**src/hdl/rrts_pkg.sv**
```systemverilog
// Package: shared types and constants of the round-robin thread scheduler.
package rrts_pkg;

  localparam int MAX_THREADS = 16;

  typedef enum logic [2:0] {
    CMD_TICK   = 3'd0,
    CMD_CREATE = 3'd1,
    CMD_JOIN   = 3'd2,
    CMD_YIELD  = 3'd3,
    CMD_EXIT   = 3'd4
  } cmd_t;

  typedef enum logic [2:0] {
    ST_UNUSED  = 3'd0,
    ST_READY   = 3'd1,
    ST_RUNNING = 3'd2,
    ST_BLOCKED = 3'd3,
    ST_YIELDED = 3'd4,
    ST_DONE    = 3'd5
  } status_t;

  localparam logic [1:0] CFG_QUANTUM    = 2'd0;
  localparam logic [1:0] CFG_STACK_BASE = 2'd1;
  localparam logic [1:0] CFG_SLOT_BYTES = 2'd2;
  localparam logic [1:0] CFG_FLOOR      = 2'd3;

  localparam logic [15:0] RST_QUANTUM    = 16'd100;
  localparam logic [15:0] RST_STACK_BASE = 16'd61440;
  localparam logic [15:0] RST_SLOT_BYTES = 16'd1024;
  localparam logic [15:0] RST_FLOOR      = 16'd32768;

  // Result fields that leave the sequencer for the output register.
  typedef struct packed {
    logic [4:0]  running_id;
    logic [4:0]  previous_id;
    logic        switched;
    logic        halted;
    logic [4:0]  new_thread_id;
    logic [15:0] new_stack_top;
    logic [15:0] new_entry;
    logic        join_accepted;
  } result_t;

endpackage

```
**src/hdl/rrts_slot_calc.sv**
```systemverilog
// Stack top unit: base minus slot index times slot size, registered, with floor check.
module rrts_slot_calc
  import rrts_pkg::*;
#(
  parameter int SW = 4
) (
  input  logic          clk,
  input  logic [SW-1:0] slot,
  input  logic [15:0]   stack_base,
  input  logic [15:0]   slot_bytes,
  input  logic [15:0]   stack_floor,
  output logic [15:0]   top,
  output logic          fits
);
  logic [SW+15:0] prod_r;
  logic signed [SW+17:0] diff;

  always_ff @(posedge clk) begin
    prod_r <= SW'(slot) * (SW+16)'(slot_bytes);
  end

  assign diff = $signed({2'b00, {SW{1'b0}}, stack_base}) - $signed({2'b00, prod_r});
  assign top  = diff[15:0];
  assign fits = diff >= $signed({2'b00, {SW{1'b0}}, stack_floor});
endmodule

```
**src/hdl/round_robin_thread_scheduler.sv**
```systemverilog
// Top level: round-robin thread scheduler with a sequencer that walks threads and queue entries.
//
//  channel | ports                                   | handshake
//  input   | in_command/cycle_now/target_id/entry    | start & !busy
//  config  | cfg_index, cfg_data                     | cfg_valid & cfg_ready
//  result  | out_* fields                            | out_strobe, one cycle
//
// A tick without a switch, a yield and an exit go from the dispatch state through the done
// state to the result. A switch pops and checks one queue entry per pop and evaluate state
// pair. Join scans the queue one entry per cycle. Create checks each slot candidate against
// every thread, one per cycle. busy drops in the result cycle.
// Reset is synchronous (rst_n low); thread 1 runs after it. The receiver cannot stall.
module round_robin_thread_scheduler
  import rrts_pkg::*;
(
  input  logic        clk,
  input  logic        rst_n,
  input  logic        start,
  output logic        busy,
  input  logic [2:0]  in_command,
  input  logic [31:0] in_cycle_now,
  input  logic [7:0]  in_target_id,
  input  logic [15:0] in_entry_address,
  input  logic        cfg_valid,
  output logic        cfg_ready,
  input  logic [1:0]  cfg_index,
  input  logic [15:0] cfg_data,
  output logic        out_strobe,
  output logic [4:0]  out_running_id,
  output logic [4:0]  out_previous_id,
  output logic        out_switched,
  output logic        out_halted,
  output logic [4:0]  out_new_thread_id,
  output logic [15:0] out_new_stack_top,
  output logic [15:0] out_new_entry,
  output logic        out_join_accepted
);
  localparam int IW = $clog2(MAX_THREADS);
  localparam int CW = $clog2(MAX_THREADS + 1);
  localparam int TW = CW;

  typedef enum logic [3:0] {
    S_IDLE, S_DISPATCH, S_JOIN_SCAN, S_CR_SCAN, S_CR_CALC, S_CR_CHECK,
    S_SW_POP, S_SW_EVAL, S_DONE
  } state_t;

  state_t state_r;
  logic [15:0] quantum_r, base_r, slot_bytes_r, floor_r;
  status_t status_r [MAX_THREADS];
  logic [TW-1:0] wait_r [MAX_THREADS];
  logic [IW-1:0] slot_r [MAX_THREADS];
  logic [MAX_THREADS-1:0] term_r;
  logic [TW-1:0] fifo_r [MAX_THREADS];
  logic [IW-1:0] head_r;
  logic [CW-1:0] count_r;
  logic [TW-1:0] cur_r, total_r;
  logic [31:0] last_r, begin_r;
  logic halt_r;

  logic [2:0]  cmd_r;
  logic [31:0] now_r;
  logic [7:0]  tgt_r;
  logic [15:0] entry_r;
  logic [CW-1:0] i_r, n_r;
  logic [CW-1:0] k_r;
  logic hit_r;
  logic [TW-1:0] pop_r;
  logic [TW-1:0] prev_r;
  result_t res_r;
  logic strobe_r;

  logic [15:0] top;
  logic fits;
  logic [IW-1:0] ci, ii, fidx, tail;
  logic [IW-1:0] px;
  logic tgt_ok, tgt_done;
  logic [31:0] elapsed;
  logic live_i;

  assign ci   = IW'(cur_r - TW'(1));
  assign ii   = i_r[IW-1:0];
  assign fidx = IW'(head_r + ii);
  assign tail = IW'(head_r + count_r[IW-1:0]);
  assign px   = IW'(pop_r - TW'(1));
  assign tgt_ok = (tgt_r != 8'd0) && ({1'b0, tgt_r} <= 9'(MAX_THREADS));
  assign tgt_done = tgt_ok && term_r[IW'(tgt_r - 8'd1)];
  assign elapsed = last_r - begin_r;
  assign live_i = (TW'(i_r) + TW'(1) == cur_r) ||
                  (status_r[ii] != ST_UNUSED && status_r[ii] != ST_DONE);

  rrts_slot_calc #(.SW(CW)) u_calc (
    .clk(clk), .slot(k_r), .stack_base(base_r), .slot_bytes(slot_bytes_r),
    .stack_floor(floor_r), .top(top), .fits(fits)
  );

  assign busy = (state_r != S_IDLE);
  assign cfg_ready = 1'b1;

  always_ff @(posedge clk) begin
    if (!rst_n) begin
      state_r <= S_IDLE;
      quantum_r <= RST_QUANTUM; base_r <= RST_STACK_BASE;
      slot_bytes_r <= RST_SLOT_BYTES; floor_r <= RST_FLOOR;
      for (int t = 0; t < MAX_THREADS; t++) begin
        status_r[t] <= (t == 0) ? ST_RUNNING : ST_UNUSED;
        wait_r[t] <= '0;
        slot_r[t] <= '0;
      end
      term_r <= '0; head_r <= '0; count_r <= '0;
      cur_r <= TW'(1); total_r <= TW'(1);
      last_r <= '0; begin_r <= '0; halt_r <= 1'b0;
      strobe_r <= 1'b0;
    end else begin
      strobe_r <= (state_r == S_DONE);
      if (cfg_valid) begin
        unique case (cfg_index)
          CFG_QUANTUM:    quantum_r <= cfg_data;
          CFG_STACK_BASE: base_r <= cfg_data;
          CFG_SLOT_BYTES: slot_bytes_r <= cfg_data;
          CFG_FLOOR:      floor_r <= cfg_data;
          default: ;
        endcase
      end
      unique case (state_r)
        S_IDLE: begin
          if (start) begin
            cmd_r <= in_command; now_r <= in_cycle_now;
            tgt_r <= in_target_id; entry_r <= in_entry_address;
            res_r <= '0; prev_r <= cur_r;
            i_r <= '0; k_r <= '0; hit_r <= 1'b0;
            state_r <= S_DISPATCH;
          end
        end
        S_DISPATCH: begin
          state_r <= S_DONE;
          if (!halt_r) begin
            priority case (cmd_r)
              CMD_TICK: begin
                // now_r keeps the previous stamp; a switch starts the turn there
                last_r <= now_r;
                now_r <= last_r;
                if (count_r != '0 && (status_r[ci] == ST_BLOCKED ||
                    status_r[ci] == ST_DONE || elapsed > 32'(quantum_r))) begin
                  if (status_r[ci] == ST_DONE) begin
                    term_r[ci] <= 1'b1;
                    n_r <= count_r;
                  end else begin
                    if (status_r[ci] != ST_BLOCKED) status_r[ci] <= ST_READY;
                    if (count_r < CW'(MAX_THREADS)) begin
                      fifo_r[tail] <= cur_r;
                      count_r <= count_r + CW'(1);
                      n_r <= count_r + CW'(1);
                    end else begin
                      n_r <= count_r;
                    end
                  end
                  i_r <= '0;
                  state_r <= S_SW_POP;
                end else if (count_r == '0 && status_r[ci] == ST_DONE) begin
                  halt_r <= 1'b1;
                end
              end
              CMD_CREATE: begin
                if (total_r < TW'(MAX_THREADS)) state_r <= S_CR_SCAN;
              end
              CMD_JOIN: begin
                if (tgt_done) begin
                  status_r[ci] <= ST_BLOCKED; wait_r[ci] <= TW'(tgt_r);
                  res_r.join_accepted <= 1'b1;
                end else if (tgt_ok && count_r != '0) begin
                  state_r <= S_JOIN_SCAN;
                end
              end
              CMD_YIELD: status_r[ci] <= ST_YIELDED;
              CMD_EXIT:  status_r[ci] <= ST_DONE;
              default: ;
            endcase
          end
        end
        S_JOIN_SCAN: begin
          if ({{(8-TW){1'b0}}, fifo_r[fidx]} == tgt_r && (8 >= TW)) begin
            status_r[ci] <= ST_BLOCKED; wait_r[ci] <= TW'(tgt_r);
            res_r.join_accepted <= 1'b1;
            state_r <= S_DONE;
          end else if (i_r + CW'(1) >= count_r) begin
            state_r <= S_DONE;
          end
          i_r <= i_r + CW'(1);
        end
        S_CR_SCAN: begin
          // i_r walks threads; k_r is the slot candidate
          if (TW'(i_r) < total_r && live_i && CW'(slot_r[ii]) == k_r) begin
            hit_r <= 1'b1;
          end
          if (TW'(i_r) + TW'(1) >= total_r) begin
            i_r <= '0;
            if ((hit_r || (live_i && CW'(slot_r[ii]) == k_r)) &&
                k_r + CW'(1) < CW'(MAX_THREADS)) begin
              k_r <= k_r + CW'(1);
              hit_r <= 1'b0;
            end else begin
              if (hit_r || (live_i && CW'(slot_r[ii]) == k_r)) k_r <= CW'(MAX_THREADS);
              state_r <= S_CR_CALC;
            end
          end else begin
            i_r <= i_r + CW'(1);
          end
        end
        S_CR_CALC: state_r <= S_CR_CHECK;
        S_CR_CHECK: begin
          if (fits) begin
            status_r[IW'(total_r)] <= ST_READY;
            wait_r[IW'(total_r)] <= '0;
            slot_r[IW'(total_r)] <= IW'(k_r);
            total_r <= total_r + TW'(1);
            if (count_r < CW'(MAX_THREADS)) begin
              fifo_r[tail] <= total_r + TW'(1);
              count_r <= count_r + CW'(1);
            end
            res_r.new_thread_id <= 5'(total_r + TW'(1));
            res_r.new_stack_top <= top;
            res_r.new_entry <= entry_r;
          end
          state_r <= S_DONE;
        end
        S_SW_POP: begin
          if (i_r >= n_r) begin
            halt_r <= 1'b1;
            state_r <= S_DONE;
          end else begin
            pop_r <= fifo_r[head_r];
            head_r <= IW'(head_r + IW'(1));
            count_r <= count_r - CW'(1);
            i_r <= i_r + CW'(1);
            state_r <= S_SW_EVAL;
          end
        end
        S_SW_EVAL: begin
          state_r <= S_SW_POP;
          if (pop_r != '0 && CW'(pop_r) <= CW'(MAX_THREADS)) begin
            if (status_r[px] == ST_BLOCKED && !(wait_r[px] != '0 &&
                term_r[IW'(wait_r[px] - TW'(1))])) begin
              fifo_r[tail] <= pop_r;
              count_r <= count_r + CW'(1);
            end else begin
              if (status_r[px] == ST_BLOCKED) wait_r[px] <= '0;
              status_r[px] <= ST_RUNNING;
              begin_r <= now_r;
              cur_r <= pop_r;
              res_r.switched <= 1'b1;
              state_r <= S_DONE;
            end
          end
        end
        S_DONE: begin
          res_r.running_id <= 5'(cur_r);
          res_r.previous_id <= res_r.switched ? 5'(prev_r) : 5'(cur_r);
          res_r.halted <= halt_r;
          state_r <= S_IDLE;
        end
        default: state_r <= S_IDLE;
      endcase
    end
  end

  assign out_strobe        = strobe_r;
  assign out_running_id    = res_r.running_id;
  assign out_previous_id   = res_r.previous_id;
  assign out_switched      = res_r.switched;
  assign out_halted        = res_r.halted;
  assign out_new_thread_id = res_r.new_thread_id;
  assign out_new_stack_top = res_r.new_stack_top;
  assign out_new_entry     = res_r.new_entry;
  assign out_join_accepted = res_r.join_accepted;

`ifndef SYNTH
  a_one_result: assert property (@(posedge clk) disable iff (!rst_n)
    out_strobe |=> !out_strobe) else $error("result strobe held");
  a_busy_strobe: assert property (@(posedge clk) disable iff (!rst_n)
    (state_r == S_DONE) |=> (out_strobe && !busy)) else $error("missing result");
  a_halt_sticky: assert property (@(posedge clk) disable iff (!rst_n)
    $past(halt_r) && rst_n && $past(rst_n) |-> halt_r) else $error("halt cleared");
`endif
endmodule

```
**config.mk**
```make
export PLATFORM = sky130hd
export DESIGN_NAME = round_robin_thread_scheduler
export DESIGN_NICKNAME = d
export VERILOG_FILES = /design/src/hdl/rrts_pkg.sv /design/src/hdl/rrts_slot_calc.sv /design/src/hdl/round_robin_thread_scheduler.sv
export SDC_FILE = /design/constraint.sdc
export NUM_CORES = 1
export LEC_CHECK = 0
export BUFFER_PORTS_ARGS = -buffer_cell sky130_fd_sc_hd__buf_2
export CAP_MARGIN = 20
export CORE_UTILIZATION = 34
export DETAILED_ROUTE_END_ITERATION = 8
export PLACE_DENSITY_LB_ADDON = 0.12
export SETUP_SLACK_MARGIN = 0.4
export SKIP_LAST_GASP = 1
export SLEW_MARGIN = 20
export SYNTH_ARGS = -nofsm -noshare
export SYNTH_HDL_FRONTEND = slang
export SYNTH_SLANG_ARGS = --single-unit
```
**constraint.sdc**
```tcl
create_clock -name clk -period 10.7 [get_ports clk]
set_input_delay 2.14 -clock clk [delete_from_list [all_inputs] [get_ports clk]]
set_output_delay 2.14 -clock clk [all_outputs]
set_load 0.02 [all_outputs]
```
==> key figures <==
Timing
  – Final Hold Viols: 0
  – Worst slew margin: 21.7%
  – Max Slew Vio Count: 0
  – Final TNS setup: 0 ns
  – Max Fclk: 159 MHz
  – Tmin final: 6.30 ns
  – Worst clock skew: 0.0215 ns
  – RSZ-0062 raised after global routing: false
  – Final setup viols: 0
  – Period Utilization, post-route: 58.9%
  – Tightest Pin Transition: 1.16 ns

Final layout
  – Fillers: 9426
  – Multi-input logic area: 16000 sq um
  – Share of layout cells above drive strength 1: 14.4%
  – Final nets: 3425
  – Fin cells: 4478
  – Layout area overhead: 12.8%
  – Register area: 16100 sq um
  – # diodes: 0

Global routing
  – Largest net degree at the start of global routing: 77
  – GRT Total Usage: 19.7%
  – Antenna violations before repair: 2
  – Vias in the first global route: 24200
  – GRT overflow: 0
  – First-pass GRT wire length: 150 mm

Clock network
  – Clock Tree Buf Depth: 3
  – Clk pin slew, worst setup/hold paths: 0.06 ns
  – CTS Buf Count: 71
  – Number of hold buffers added after CTS: 0
  – CTS tree: built
  – Clock Latency Late Sink: 0.63 ns
  – CTS resizes: 0
  – Clock sinks: 601
  – Clock root buffer: clkbuf_16
  – Post-CTS Setup Repair Bufs: 0
  – H-tree Lvls: 3

Logic synthesis
  – Distinct cells, synth: 93
  – Most used DFF post-synth: edfxtp_1
  – Ys Warns: 0
  – #FFs+latches synth: 601
  – Async set-reset flop share out of synthesis: 0%
  – Post-synth EDFFs: 407
  – Largest area contributor in the netlist: edfxtp_1
  – Mapped Cells: 3064
  – Commonest cells post-synth: nand2_1 (473), edfxtp_1 (407), nor2_1 (204)
  – Sequential fraction of the synthesis area: 48.3%
  – Most frequent cell after synthesis: nand2_1
  – Syn Std Cell Area: 33400 sq um
  – Largest cells by area after synthesis: edfxtp_1 (37%), dfxtp_1 (12%), mux4_2 (7.4%)
  – Synth top area share: 36.6%
  – Avg Inst Size Synth: 10.9 sq um
  – Syn_nets: 3344

Die
  – Initial core utilization: 34.4%
  – Die Y: 315 um
  – IO Pins: 134
  – Cell Rows: 114
  – Die W: 315 um
  – Core Area: 97000 sq um
  – Die ar.: 99400 sq um

Worst setup path
  – Critical-path cell list: buf_4 -> inv_1 -> ha_1 -> buf_4 -> mux4_2 -> mux4_2 -> inv_1 -> ha_1 -> mux4_2 -> mux2i_1 -> mux2_4 -> o21ai_2 -> nor2_2 -> a311oi_4 -> nor4_1
  – Most used cell, CP: mux4_2
  – Slowest-stage cell, CP: nor4_1
  – Data required time of the worst path: 10.93 ns
  – Worst Setup Start Kind: flip-flop
  – Critical Path End Type: flip-flop
  – Critical path class: flip-flop to flip-flop
  – Register-to-register setup slack: 4.40 ns
  – Crit Path Max Fanout: 40
  – Crit path arrival time: 6.54 ns
  – Slowest cell delay on critical path: 1.02 ns

Place
  – GPL Wtd Cong: 0.874
  – Placed Cells: 4348
  – DPL Wire Length: 71.1 mm
  – Port bufs: 132

Power
  – Leak Pwr: 14.4 nW
  – Power Dens Cells: 154 nW/um^2
  – VDD IR max: 101 uV

Status
  – Failing checks: design-rule violations
  – Status: complete, but fails checks

Routing
  – Per-cell routed wire length: 21.8 um
  – Vias: 23900
  – Pre-Repair DR Iteration Count: 8
  – Detailed Route WL: 97.8 mm
  – First-iteration detailed-routing DRC count: 1939
  – DR vias/cell: 5.34
  – Antenna Nets Post-Route: 0
  – Residual DRC: 15

Hold path
  – Hold Crit Class: flip-flop to flip-flop

Flow run
  – Maximum capacitance violations: 0
## worst paths after layout
check | start | depth (start not counted) | to
worst max-delay path | pop_r[0] | 15 | fifo_r[5][1]
worst min-delay path | last_r[0] | 2 | last_r[0]
worst max register to register | pop_r[0] | 15 | fifo_r[5][1]
worst min register to register | last_r[0] | 2 | last_r[0]
## per-layer routing
metal / track usage (%) / routed length [um] / part of all wire (%) / up-vias
met4: 5.95 / 2380 / 2.4 / 2
met5: 0 / 9 / 0.0092 / -
met3: 2.88 / 5600 / 5.7 / 144
li1: - / - / - / 11200
met1: 27.2 / 44400 / 45 / 11900
met2: 31.7 / 45400 / 46 / 706
## critical path, delay by kind of cell, from the launching register on
family / cells / cell delay [ns]
AOI/OAI and AO/OA: 2 / 0.36
and+or+nand+nor: 2 / 1.44
buffers and inverters: 4 / 1.25
muxes: 5 / 1.89
adders and majority gates: 2 / 0.58
DFF: 1 / 0.33
## logic make-up (layout without fill, tap and decap cells)
family          Yosys count  after routing  synth area share, %
simple gates           1120           1120                 15.9
other cells               1              1               0.0112
mux                     191            191                 9.93
compound gates          515            515                 10.5
buf+inv                 323            461                 3.89
fa+ha+maj               199            199                 8.50
xor+xnor                114            114                 2.99
flops                   601            601                 48.3
## cell usage in the layout, fill, tap and decap left out, types with 28 or more instances in the layout
cell / n
nand2_1: 473
a22o_1: 39
mux2i_1: 56
dfxtp_1: 192
o21ai_0: 70
nand3_1: 45
mux4_2: 109
nor3_1: 73
nand2b_1: 40
inv_1: 160
and3_1: 28
clkbuf_16: 73
buf_2: 131
xnor2_1: 72
nor2_1: 201
a21o_1: 28
a21oi_1: 179
edfxtp_1: 407
ha_1: 153
and2_1: 149
fa_1: 46
buf_4: 37
xor2_1: 41
## sequential cells by signal, indices dropped and copies added (netlist names), 8 cells and up, named ones only
signal,count
base_r,16
begin_r,32
entry_r,16
fifo_r,80
floor_r,16
last_r,32
now_r,32
out_new_entry,16
out_new_stack_top,16
quantum_r,16
slot_bytes_r,16
slot_r,64
status_r,48
term_r,16
tgt_r,8
u_calc.prod_r,21
wait_r,80
## power breakdown
part           switching (mW)  internal [mW]  leakage, nW
sequential             0.0673           2.56         5.60
combinational           0.435          0.270         7.61
clock                   0.999           1.47         1.15
total                    1.50           4.29         14.4
## stage by stage
stage               power [mW]  setup WS [ns]  hold slack (ns)  util, %  cell area (sq um)
floorplan                 3.14           5.39            0.406        -              33400
global placement          3.37           4.50            0.445     36.4              35300
detailed placement        3.38           4.43            0.451     36.4              35300
CTS                       5.87           4.41            0.458     38.8              37600
global route              6.03           3.92            0.470     38.8              37600
finish                    5.80           4.40            0.455     38.8              37600
## cell type report
type / instances / area share (%)
inverter: 163 / 1.63
multi-input combinational: 2140 / 42.6
tap: 1276 / 4.24
clock buffer: 96 / 5.21
timing repair buffer: 168 / 2.48
sequential: 601 / 42.8
clock inverter: 34 / 1.06
(Power assumes the default switching activity.)
